===== config.mk =====
export PLATFORM = sky130hd
export DESIGN_NAME = sine_weighted_halving_fir
export DESIGN_NICKNAME = d
export VERILOG_FILES = /design/src/rtl/swhf_pkg.sv /design/src/rtl/swhf_ctrl.sv /design/src/rtl/swhf_datapath.sv /design/src/rtl/sine_weighted_halving_fir.sv
export SDC_FILE = /design/constraint.sdc
export NUM_CORES = 1
export LEC_CHECK = 0
export BUFFER_PORTS_ARGS = -buffer_cell sky130_fd_sc_hd__buf_2
export CORE_ASPECT_RATIO = 0.7
export CORE_MARGIN = 2
export CORE_UTILIZATION = 33
export CTS_BUF_LIST = sky130_fd_sc_hd__clkbuf_2 sky130_fd_sc_hd__clkbuf_4 sky130_fd_sc_hd__clkbuf_8
export CTS_CLUSTER_SIZE = 40
export DETAILED_ROUTE_END_ITERATION = 16
export PLACE_DENSITY_LB_ADDON = 0.15
export REMOVE_ABC_BUFFERS = 1
export SKIP_CTS_REPAIR_TIMING = 1
export SKIP_LAST_GASP = 1
export SYNTH_ARGS = -nofsm -noshare
export SYNTH_HDL_FRONTEND = slang
export SYNTH_HIERARCHICAL = 1
export SYNTH_SLANG_ARGS = --single-unit

===== constraint.sdc =====
create_clock -name clk -period 13.05 [get_ports clk]
set_input_delay 0.6525 -clock clk [delete_from_list [all_inputs] [get_ports clk]]
set_output_delay 0.6525 -clock clk [all_outputs]
set_load 0.01 [all_outputs]

===== src/rtl/swhf_pkg.sv =====
package swhf_pkg;

  localparam int SAMPLE_W        = 16;
  localparam int OUT_W           = 18;
  localparam int IN_TDATA_W      = 16;
  localparam int OUT_TDATA_W     = 24;

  localparam int TAPS_DEF           = 16;
  localparam int SAMPLE_BITS_DEF    = 16;
  localparam int COEF_FRAC_BITS_DEF = 15;

  localparam logic [63:0] PI_Q30 = 64'd3373259426;

  typedef enum logic [3:0] {
    ST_IDLE  = 4'b0001,
    ST_MAC   = 4'b0010,
    ST_FLUSH = 4'b0100,
    ST_EMIT  = 4'b1000
  } state_t;

  typedef struct packed {
    logic load;       // capture new sample
    logic mul;        // multiply one tap, advance line
    logic first;      // first tap: line takes 3x
    logic use_x;      // last tap: multiply the new sample
    logic acc_en;     // accumulate registered product
    logic acc_first;  // accumulator takes product without halving
    logic out_load;   // write result register
  } swhf_cmd_t;

  typedef struct packed {
    logic out_free;
  } swhf_status_t;

  // sin(x), x and result in Q30, Taylor series through the x^15 term.
  function automatic logic [63:0] sine_q30(input logic [63:0] x);
    logic [63:0] x2;
    logic [63:0] term;
    logic [63:0] sum;
    x2   = (x * x) >> 30;
    term = x;
    sum  = x;
    for (int n = 1; n <= 7; n++) begin
      term = ((term * x2) >> 30) / 64'((2 * n) * (2 * n + 1));
      if (n % 2 == 1) begin
        sum = sum - term;
      end else begin
        sum = sum + term;
      end
    end
    return sum;
  endfunction

  // Q30 angle to coefficient with frac fraction bits, round half up, capped at 1.0.
  function automatic logic [63:0] coef_from_theta(input logic [63:0] theta, input int frac);
    logic [63:0] s;
    logic [63:0] c;
    logic [63:0] cap;
    s   = sine_q30(theta);
    c   = (s + (64'd1 << (29 - frac))) >> (30 - frac);
    cap = 64'd1 << frac;
    if (c > cap) begin
      c = cap;
    end
    return c;
  endfunction

endpackage


===== src/rtl/swhf_ctrl.sv =====
module swhf_ctrl import swhf_pkg::*; #(
  parameter int TAPS = TAPS_DEF
) (
  input  logic                    clk,
  input  logic                    rst_n,
  input  logic                    in_tvalid,
  output logic                    in_tready,
  input  swhf_status_t            status,
  output swhf_cmd_t               cmd,
  output logic [$clog2(TAPS)-1:0] tap_idx
);

  localparam int IDX_W = $clog2(TAPS);
  localparam logic [IDX_W-1:0] LAST_TAP = IDX_W'(TAPS - 1);
  localparam logic [IDX_W-1:0] TAP_ONE  = IDX_W'(1);

  state_t           state_r, state_nxt;
  logic [IDX_W-1:0] cnt_r, cnt_nxt;

  always_ff @(posedge clk) begin
    if (!rst_n) begin
      state_r <= ST_IDLE;
      cnt_r   <= '0;
    end else begin
      state_r <= state_nxt;
      cnt_r   <= cnt_nxt;
    end
  end

  always_comb begin
    state_nxt = state_r;
    cnt_nxt   = cnt_r;
    cmd       = '0;
    in_tready = 1'b0;
    unique case (state_r)
      ST_IDLE: begin
        in_tready = 1'b1;
        if (in_tvalid) begin
          cmd.load  = 1'b1;
          cnt_nxt   = '0;
          state_nxt = ST_MAC;
        end
      end
      ST_MAC: begin
        cmd.mul       = 1'b1;
        cmd.first     = (cnt_r == '0);
        cmd.use_x     = (cnt_r == LAST_TAP);
        cmd.acc_en    = (cnt_r != '0);
        cmd.acc_first = (cnt_r == TAP_ONE);
        cnt_nxt       = cnt_r + TAP_ONE;
        if (cnt_r == LAST_TAP) begin
          state_nxt = ST_FLUSH;
        end
      end
      ST_FLUSH: begin
        cmd.acc_en = 1'b1;
        state_nxt  = ST_EMIT;
      end
      ST_EMIT: begin
        if (status.out_free) begin
          cmd.out_load = 1'b1;
          state_nxt    = ST_IDLE;
        end
      end
      default: begin
        state_nxt = ST_IDLE;
      end
    endcase
  end

  assign tap_idx = cnt_r;

endmodule


===== src/rtl/swhf_datapath.sv =====
module swhf_datapath import swhf_pkg::*; #(
  parameter int TAPS           = TAPS_DEF,
  parameter int SAMPLE_BITS    = SAMPLE_BITS_DEF,
  parameter int COEF_FRAC_BITS = COEF_FRAC_BITS_DEF
) (
  input  logic                    clk,
  input  logic                    rst_n,
  input  swhf_cmd_t               cmd,
  input  logic [$clog2(TAPS)-1:0] tap_idx,
  input  logic [SAMPLE_W-1:0]     sample,
  output swhf_status_t            status,
  input  logic                    out_tready,
  output logic                    out_tvalid,
  output logic [OUT_TDATA_W-1:0]  out_tdata
);

  localparam int RAW_W  = (SAMPLE_BITS > SAMPLE_W) ? SAMPLE_BITS : SAMPLE_W;
  localparam int ENT_W  = SAMPLE_BITS + 2;
  localparam int COEF_W = COEF_FRAC_BITS + 1;
  localparam int PROD_W = ENT_W + COEF_W;
  localparam int ACC_W  = PROD_W;
  localparam int SUM_W  = ACC_W + 1;
  localparam int Y_W    = ACC_W - COEF_FRAC_BITS;
  localparam int CMP_W  = (Y_W > OUT_W) ? Y_W : OUT_W;
  localparam logic signed [CMP_W-1:0] OUT_MAX = CMP_W'((64'sd1 <<< (OUT_W - 1)) - 64'sd1);
  localparam logic signed [CMP_W-1:0] OUT_MIN = CMP_W'(-(64'sd1 <<< (OUT_W - 1)));

  // coefficient ROM
  logic [COEF_W-1:0] coef_tab [TAPS];

  for (genvar g = 0; g < TAPS; g++) begin : g_coef
    localparam int          M     = (g < TAPS - 1 - g) ? g : TAPS - 1 - g;
    localparam logic [63:0] THETA =
      (64'(2 * M) * PI_Q30 + 64'(TAPS - 1)) / 64'(2 * (TAPS - 1));
    localparam logic [COEF_W-1:0] COEF = COEF_W'(coef_from_theta(THETA, COEF_FRAC_BITS));
    assign coef_tab[g] = COEF;
  end

  logic signed [SAMPLE_BITS-1:0] x_r;
  logic signed [ENT_W-1:0]       line_r [TAPS-1];
  logic signed [PROD_W-1:0]      prod_r, prod_nxt;
  logic signed [ACC_W-1:0]       acc_r, acc_nxt;
  logic [OUT_W-1:0]              out_data_r, out_data_nxt;
  logic                          out_valid_r, out_valid_nxt;

  logic [RAW_W-1:0]        raw;
  logic signed [ENT_W-1:0] x_ext;
  logic signed [ENT_W-1:0] x3;
  logic signed [ENT_W-1:0] operand;
  logic signed [SUM_W-1:0] sum;
  logic signed [Y_W-1:0]   y;
  logic signed [CMP_W-1:0] y_ext;

  assign raw     = RAW_W'(sample);
  assign x_ext   = ENT_W'(x_r);
  assign x3      = x_ext + (x_ext <<< 1);
  assign operand = cmd.use_x ? x_ext : line_r[0];
  assign prod_nxt = $signed(PROD_W'(operand)) * $signed(PROD_W'({1'b0, coef_tab[tap_idx]}));

  assign sum     = SUM_W'(acc_r) + SUM_W'(prod_r);
  assign acc_nxt = cmd.acc_first ? prod_r : sum[SUM_W-1:1];

  assign y     = acc_r[ACC_W-1:COEF_FRAC_BITS];
  assign y_ext = CMP_W'(y);

  always_comb begin
    priority if (y_ext > OUT_MAX) begin
      out_data_nxt = OUT_MAX[OUT_W-1:0];
    end else if (y_ext < OUT_MIN) begin
      out_data_nxt = OUT_MIN[OUT_W-1:0];
    end else begin
      out_data_nxt = y_ext[OUT_W-1:0];
    end
  end

  assign out_valid_nxt = cmd.out_load | (out_valid_r & ~out_tready);

  always_ff @(posedge clk) begin
    if (!rst_n) begin
      for (int i = 0; i < TAPS - 1; i++) begin
        line_r[i] <= '0;
      end
      out_valid_r <= 1'b0;
    end else begin
      if (cmd.mul) begin
        for (int i = 0; i < TAPS - 2; i++) begin
          line_r[i] <= line_r[i+1];
        end
        line_r[TAPS-2] <= cmd.first ? x3 : line_r[0];
      end
      out_valid_r <= out_valid_nxt;
    end
  end

  always_ff @(posedge clk) begin
    if (cmd.load) begin
      x_r <= raw[SAMPLE_BITS-1:0];
    end
    if (cmd.mul) begin
      prod_r <= prod_nxt;
    end
    if (cmd.acc_en) begin
      acc_r <= acc_nxt;
    end
    if (cmd.out_load) begin
      out_data_r <= out_data_nxt;
    end
  end

  assign status.out_free = ~out_valid_r | out_tready;
  assign out_tvalid      = out_valid_r;
  assign out_tdata       = OUT_TDATA_W'(out_data_r);

endmodule


===== src/rtl/sine_weighted_halving_fir.sv =====
// Sine-weighted halving FIR low-pass. One signed sample in, one filtered
// value out per transfer. A single multiply-accumulate unit walks the TAPS
// coefficients (sin(k*pi/(TAPS-1)) in unsigned fixed point) one tap per
// cycle, halving the running sum as each tap after the first is added; the
// delay line keeps three times each past sample and is cleared by reset.
// An item goes through capture, the MAC loop, product drain and result
// write, which waits until the output register is free.
// One item is processed at a time; a new sample is taken as soon as the
// previous result has been written to the output register, even while that
// result waits for out_tready.
module sine_weighted_halving_fir import swhf_pkg::*; #(
  parameter int TAPS           = TAPS_DEF,
  parameter int SAMPLE_BITS    = SAMPLE_BITS_DEF,
  parameter int COEF_FRAC_BITS = COEF_FRAC_BITS_DEF
) (
  input  logic                   clk,
  input  logic                   rst_n,
  input  logic                   in_tvalid,
  output logic                   in_tready,
  input  logic [IN_TDATA_W-1:0]  in_tdata,   // [15:0] sample
  output logic                   out_tvalid,
  input  logic                   out_tready,
  output logic [OUT_TDATA_W-1:0] out_tdata   // [17:0] filtered, [23:18] zero
);

  swhf_cmd_t              cmd;
  swhf_status_t           status;
  logic [$clog2(TAPS)-1:0] tap_idx;

  swhf_ctrl #(
    .TAPS (TAPS)
  ) u_ctrl (
    .clk       (clk),
    .rst_n     (rst_n),
    .in_tvalid (in_tvalid),
    .in_tready (in_tready),
    .status    (status),
    .cmd       (cmd),
    .tap_idx   (tap_idx)
  );

  swhf_datapath #(
    .TAPS           (TAPS),
    .SAMPLE_BITS    (SAMPLE_BITS),
    .COEF_FRAC_BITS (COEF_FRAC_BITS)
  ) u_datapath (
    .clk        (clk),
    .rst_n      (rst_n),
    .cmd        (cmd),
    .tap_idx    (tap_idx),
    .sample     (in_tdata[SAMPLE_W-1:0]),
    .status     (status),
    .out_tready (out_tready),
    .out_tvalid (out_tvalid),
    .out_tdata  (out_tdata)
  );

endmodule


Word-level counts from Yosys, hierarchy flattened
Memories as Yosys holds them, arrays and structs flattened.
Index checks and enable logic that the tools add are counted.

cells by class
  add/subtract/negate cells = 3
  order comparisons = 3
  equal/unequal tests = 9
  mux-type cells = 39
  bitwise logic cells = 21
  multipliers = 1
  reduce and logical (&&, ||, !) cells = 5

operators with widths
  operator                                                          count
  two-way mux 18 bit                                                18
  adder 34 x 34 -> 35 bit                                           1
  multiplier 18 x 17 -> 34 bit                                      1
  two-way mux 34 bit                                                1
  two-way mux 16 bit                                                2
  greater-than comparator 19 x 18 -> 1 bit (second input constant)  1
  less-than comparator 19 x 18 -> 1 bit (second input constant)     1
  adder 16 x 17 -> 18 bit                                           1
  OR 1 bit                                                          17
  two-way mux 4 bit                                                 4
  case mux 4 bit (4 select lines)                                   1
  two-way mux 1 bit                                                 10
  equality test 4 x 1 -> 1 bit (second input constant)              2
  equality test 4 bit (second input constant)                       2
  case mux 4 bit (2 select lines)                                   1
  greater-or-equal comparator 5 bit (second input constant)         1
  NOT 4 -> 5 bit                                                    1
  adder 4 x 1 -> 4 bit (second input constant)                      1
  equality test 4 x 2 -> 1 bit (second input constant)              1
  equality test 4 x 3 -> 1 bit (second input constant)              1
  zero test 4 bit                                                   1
  != test 2 bit (second input constant)                             2
  nonzero test 4 bit                                                1
  two-way mux 3 bit                                                 1
  7 further kinds                                                   8

word-level totals
  logic and storage cells = 90
  output and inout bits = 26
  memory bits (read-only) = 256
  memories kept = 2
  RAM bits = 270
  register bits = 111
  input port bits = 20

memory list
  name               words  bits a word  rd ports  clocked after memory_dff  write ports  RTL line             RTL
  u_datapath.line_r  15     18           15        0                         15           swhf_datapath.sv:40  logic signed [ENT_W-1:0] line_r [TAPS-1];
  (no name shown)    16     16           1         0                         0            swhf_datapath.sv:58  assign prod_nxt = $signed(PROD_W'(operand)) * $signed(PROD_W'({1'b0, coef_tab[tap_idx]}));

Depth between registers and ports, before layout
  depth in word-level cells = 6
  depth in mapped cells = 31
  gate-level depth less buffers = 29

Hierarchy
Netlist, hierarchy kept.

modules (own cells, without submodules)
  module         sequential area each (um^2)  cells an instance  area each (um^2)  times used
  swhf_datapath  11190.7                      2465               27198.6           1
  swhf_ctrl      160.2                        61                 609.3             1

Worst setup path after synthesis
No wires, ideal clock.

  path type = register -> register
  start = reg u_ctrl.state_r[2]
  end = mem u_datapath/line_r[0][0] in the netlist's numbering (enable)
  setup time = 680 ps
  required time = 12370 ps
  setup slack = 4326 ps
  stages on the path, launching flop included = 8
  buffers on the path = 3
  arrival = 8044 ps
  period minus slack after synthesis = 8724 ps
  cell sequence = dfxtp_1 nor2_4 nand3_4 clkinv_4 buf_4 clkbuf_1 clkbuf_1 nand2b_1

RTL lines
  element                   RTL line             RTL
  start: declaration        swhf_ctrl.sv:17      state_t state_r, state_nxt;
  start signal: assignment  swhf_ctrl.sv:25      state_r <= state_nxt;
  end: declaration          swhf_datapath.sv:40

==> results.json <==
{
  "fmax_mhz": 109,
  "skew_ps": 39.3,
  "critPathTopFamily": "adder cells",
  "clock_sinks": 381,
  "syn_inst": 2526,
  "ys_top_cells_by_count": "inv_1, edfxtp_1, fa_1",
  "grt_usage_pct": 15.3,
  "grt_max_degree": 112,
  "num_rows": 89,
  "die-area_sq_um": 86600,
  "fin_setup_tns_ps": 0,
  "fin_hold_ws_ps": 171,
  "setup_viol": 0,
  "async_reset_ff_share_pct": 0,
  "grtUsageMet1_pct": 23.0,
  "wire_per_inst_microns": 17.0,
  "routabilityCongestion": 0.844,
  "netlist_area_sq_um": 27800,
  "holdCritPathClass": "in2reg",
  "htreeDepth": 3,
  "met2_usage_pct": 21.9,
  "diodes": 0,
  "first_iter_violations": 1154,
  "synth_ff_type": "edfxtp_1",
  "timing.final.crit_share_pct": 70.1,
  "die_y_microns": 247,
  "leakage_nw": 13.6,
  "cp.required_ps": 13450,
  "path_clk_slew_ps": 60,
  "grt_use_met3_pct": 3.71,
  "worst_pin_slew_ps": 1300,
  "io_buffer_count": 39,
  "crit_top_cell": "fa_1",
  "netSwitchingFraction_pct": 26.5,
  "fin_nets": 2987,
  "min_period_ps": 9150,
  "seq_area_frac_synth_pct": 40.8,
  "nFillCells": 8350,
  "first_global_vias": 18600,
  "seqPwrFrac_pct": 49.5,
  "maxSlewHeadroom_pct": 12.5,
  "status": "finished, final reports clean",
  "syn2layout_area_growth_pct": 9.63,
  "core_area_sq_um": 83900,
  "worst_setup_path_end_kind": "register",
  "synth.largest_area_cell": "edfxtp_1",
  "dp_hpwl_microns": 45500,
  "drive_above_1_share_pct": 8.93,
  "critPathMaxStageDelay_ps": 1040,
  "critPathBufInv": 5,
  "slew_violations": 0,
  "clockBufferDepth": 3,
  "clockRootBuffer": "clkbuf_8",
  "synth_top_area_share_pct": 40.2,
  "synth_edf_count": 372,
  "start_kind": "register",
  "crit_arrival_ps": 9540,
  "drcViolationCount": 0,
  "finalWirelength_microns": 63500,
  "ys_seq_elements": 381,
  "pre_cts_slack_ps": 3970,
  "clk_latency_ps": 670,
  "max-vdd-ir-drop_mv": 0.0592,
  "die_w_microns": 351,
  "p_switching_mw": 0.771,
  "ys_top_cells_by_area": "edfxtp_1, fa_1, ha_1",
  "io_pins": 46,
  "grt_pass1_wl_microns": 104000,
  "synthDistinctLibCells": 84,
  "grt-busiest-layer": "met1",
  "ant_nets": 0,
  "slowest_stage": "dfxtp_1",
  "synth_most_common_cell": "inv_1",
  "critPathKind": "reg2reg",
  "power_frac_comb_pct": 12.2,
  "p_clk_share_pct": 38.3,
  "start_util_pct": 33.2,
  "drt_pass1_iterations": 5,
  "drv_cap": 0,
  "cts_buffers": 67,
  "grt_overflow_total": 0,
  "p_int_mw": 2.14,
  "syn-mean-instance-area_sq_um": 11.0,
  "final-hold-violation-count": 0,
  "fin_ws_ps": 3900,
  "cts_tree": "done",
  "crit_fanout": 37,
  "num_vias": 17800,
  "grt_antenna_before_repair": 1,
  "pwr_density_cell_nw_per_um2": 95.4,
  "synth-warning-count": 6,
  "avgViaCountPerCell": 4.76,
  "rsz0062_at_grt": "no"
}
[path summary, 6_finish.rpt]
kind	start	to	slack, ps	cells after the start
max	u_ctrl/tap_idx[3]	u_datapath/prod_r[31]	3900	26
min	in_tdata[3]	u_datapath/x_r[3]	170	1
max reg2reg	u_ctrl/tap_idx[3]	u_datapath/prod_r[31]	3900	26
min reg2reg	u_datapath/line_r[0][256]	u_datapath/line_r[0][238]	500	1
[per-layer routing]
metal | part of all wire (%) | routed length, microns | up-vias
met5 | 0 | 0 | -
met4 | 1.8 | 1120 | 0
met3 | 5.6 | 3560 | 76
met2 | 41 | 25800 | 318
met1 | 52 | 32900 | 8951
li1 | - | - | 8444
[through the flow]
| stage | utilization [%] | power [mW] | std cells | cell area [sq um] |
|---|---|---|---|---|
| after CTS | 36.4 | 2.97 | 3735 | 30500 |
| after global routing | 36.4 | 3.07 | 3735 | 30500 |
| after floorplan | - | 1.72 | 2417 | 27300 |
| after detailed placement | 34.8 | 1.82 | 3618 | 29200 |
| after global placement | 34.8 | 1.82 | 3618 | 29200 |
| final | 36.4 | 2.91 | 3735 | 30500 |
[state kept, by name, summed over array words and instances, names as in the netlist]
name                   cells
u_datapath/acc_r          34
u_datapath/out_tvalid      1
u_ctrl/tap_idx             4
u_datapath/x_r            16
u_datapath/prod_r         34
u_ctrl/state_r             4
u_datapath/line_r        270
u_datapath/out_data_r     18
[cells by family after synthesis]
kind of cell    count (synthesis)  synth area share, %
simple gates                  797                 14.6
buf+inv                       514                 7.29
fa+ha+maj                     417                 26.1
flops                         381                 40.8
compound gates                289                 6.83
xor+xnor                       73                 2.30
mux                            54                 2.03
other cells                     1               0.0135
[power by group through the flow]
| stage | Combinational [mW] | Sequential [mW] | Clock, mW |
|---|---|---|---|
| after global routing | 0.406 | 1.45 | 1.22 |
| after global placement | 0.354 | 1.46 | 0 |
| after CTS | 0.361 | 1.44 | 1.17 |
| after detailed placement | 0.358 | 1.46 | 0 |
| after floorplan | 0.252 | 1.47 | 0 |
| final | 0.355 | 1.44 | 1.11 |
[cell type report]
cell class	count	area, sq um	area share (%)
well taps	1137	1420	4.67
multi-input cells	1636	14500	47.6
flip-flops and latches	381	11400	37.2
inverters	400	1510	4.95
clock inverters	28	208	0.681
clock buffers	89	1090	3.59
repair buffers	64	389	1.28
[placed cells by master, fill, tap and decap left out, types with 38 or more instances in the layout]
cell        n
nor2_1    153
and3_1    189
buf_2      38
o21ai_0    54
xnor2_1    44
and2_1     84
inv_1     398
clkbuf_8   68
ha_1      145
fa_1      272
a21oi_1    59
nand2_1   229
edfxtp_1  372
Note: power is estimated with default switching activity, not from simulation.
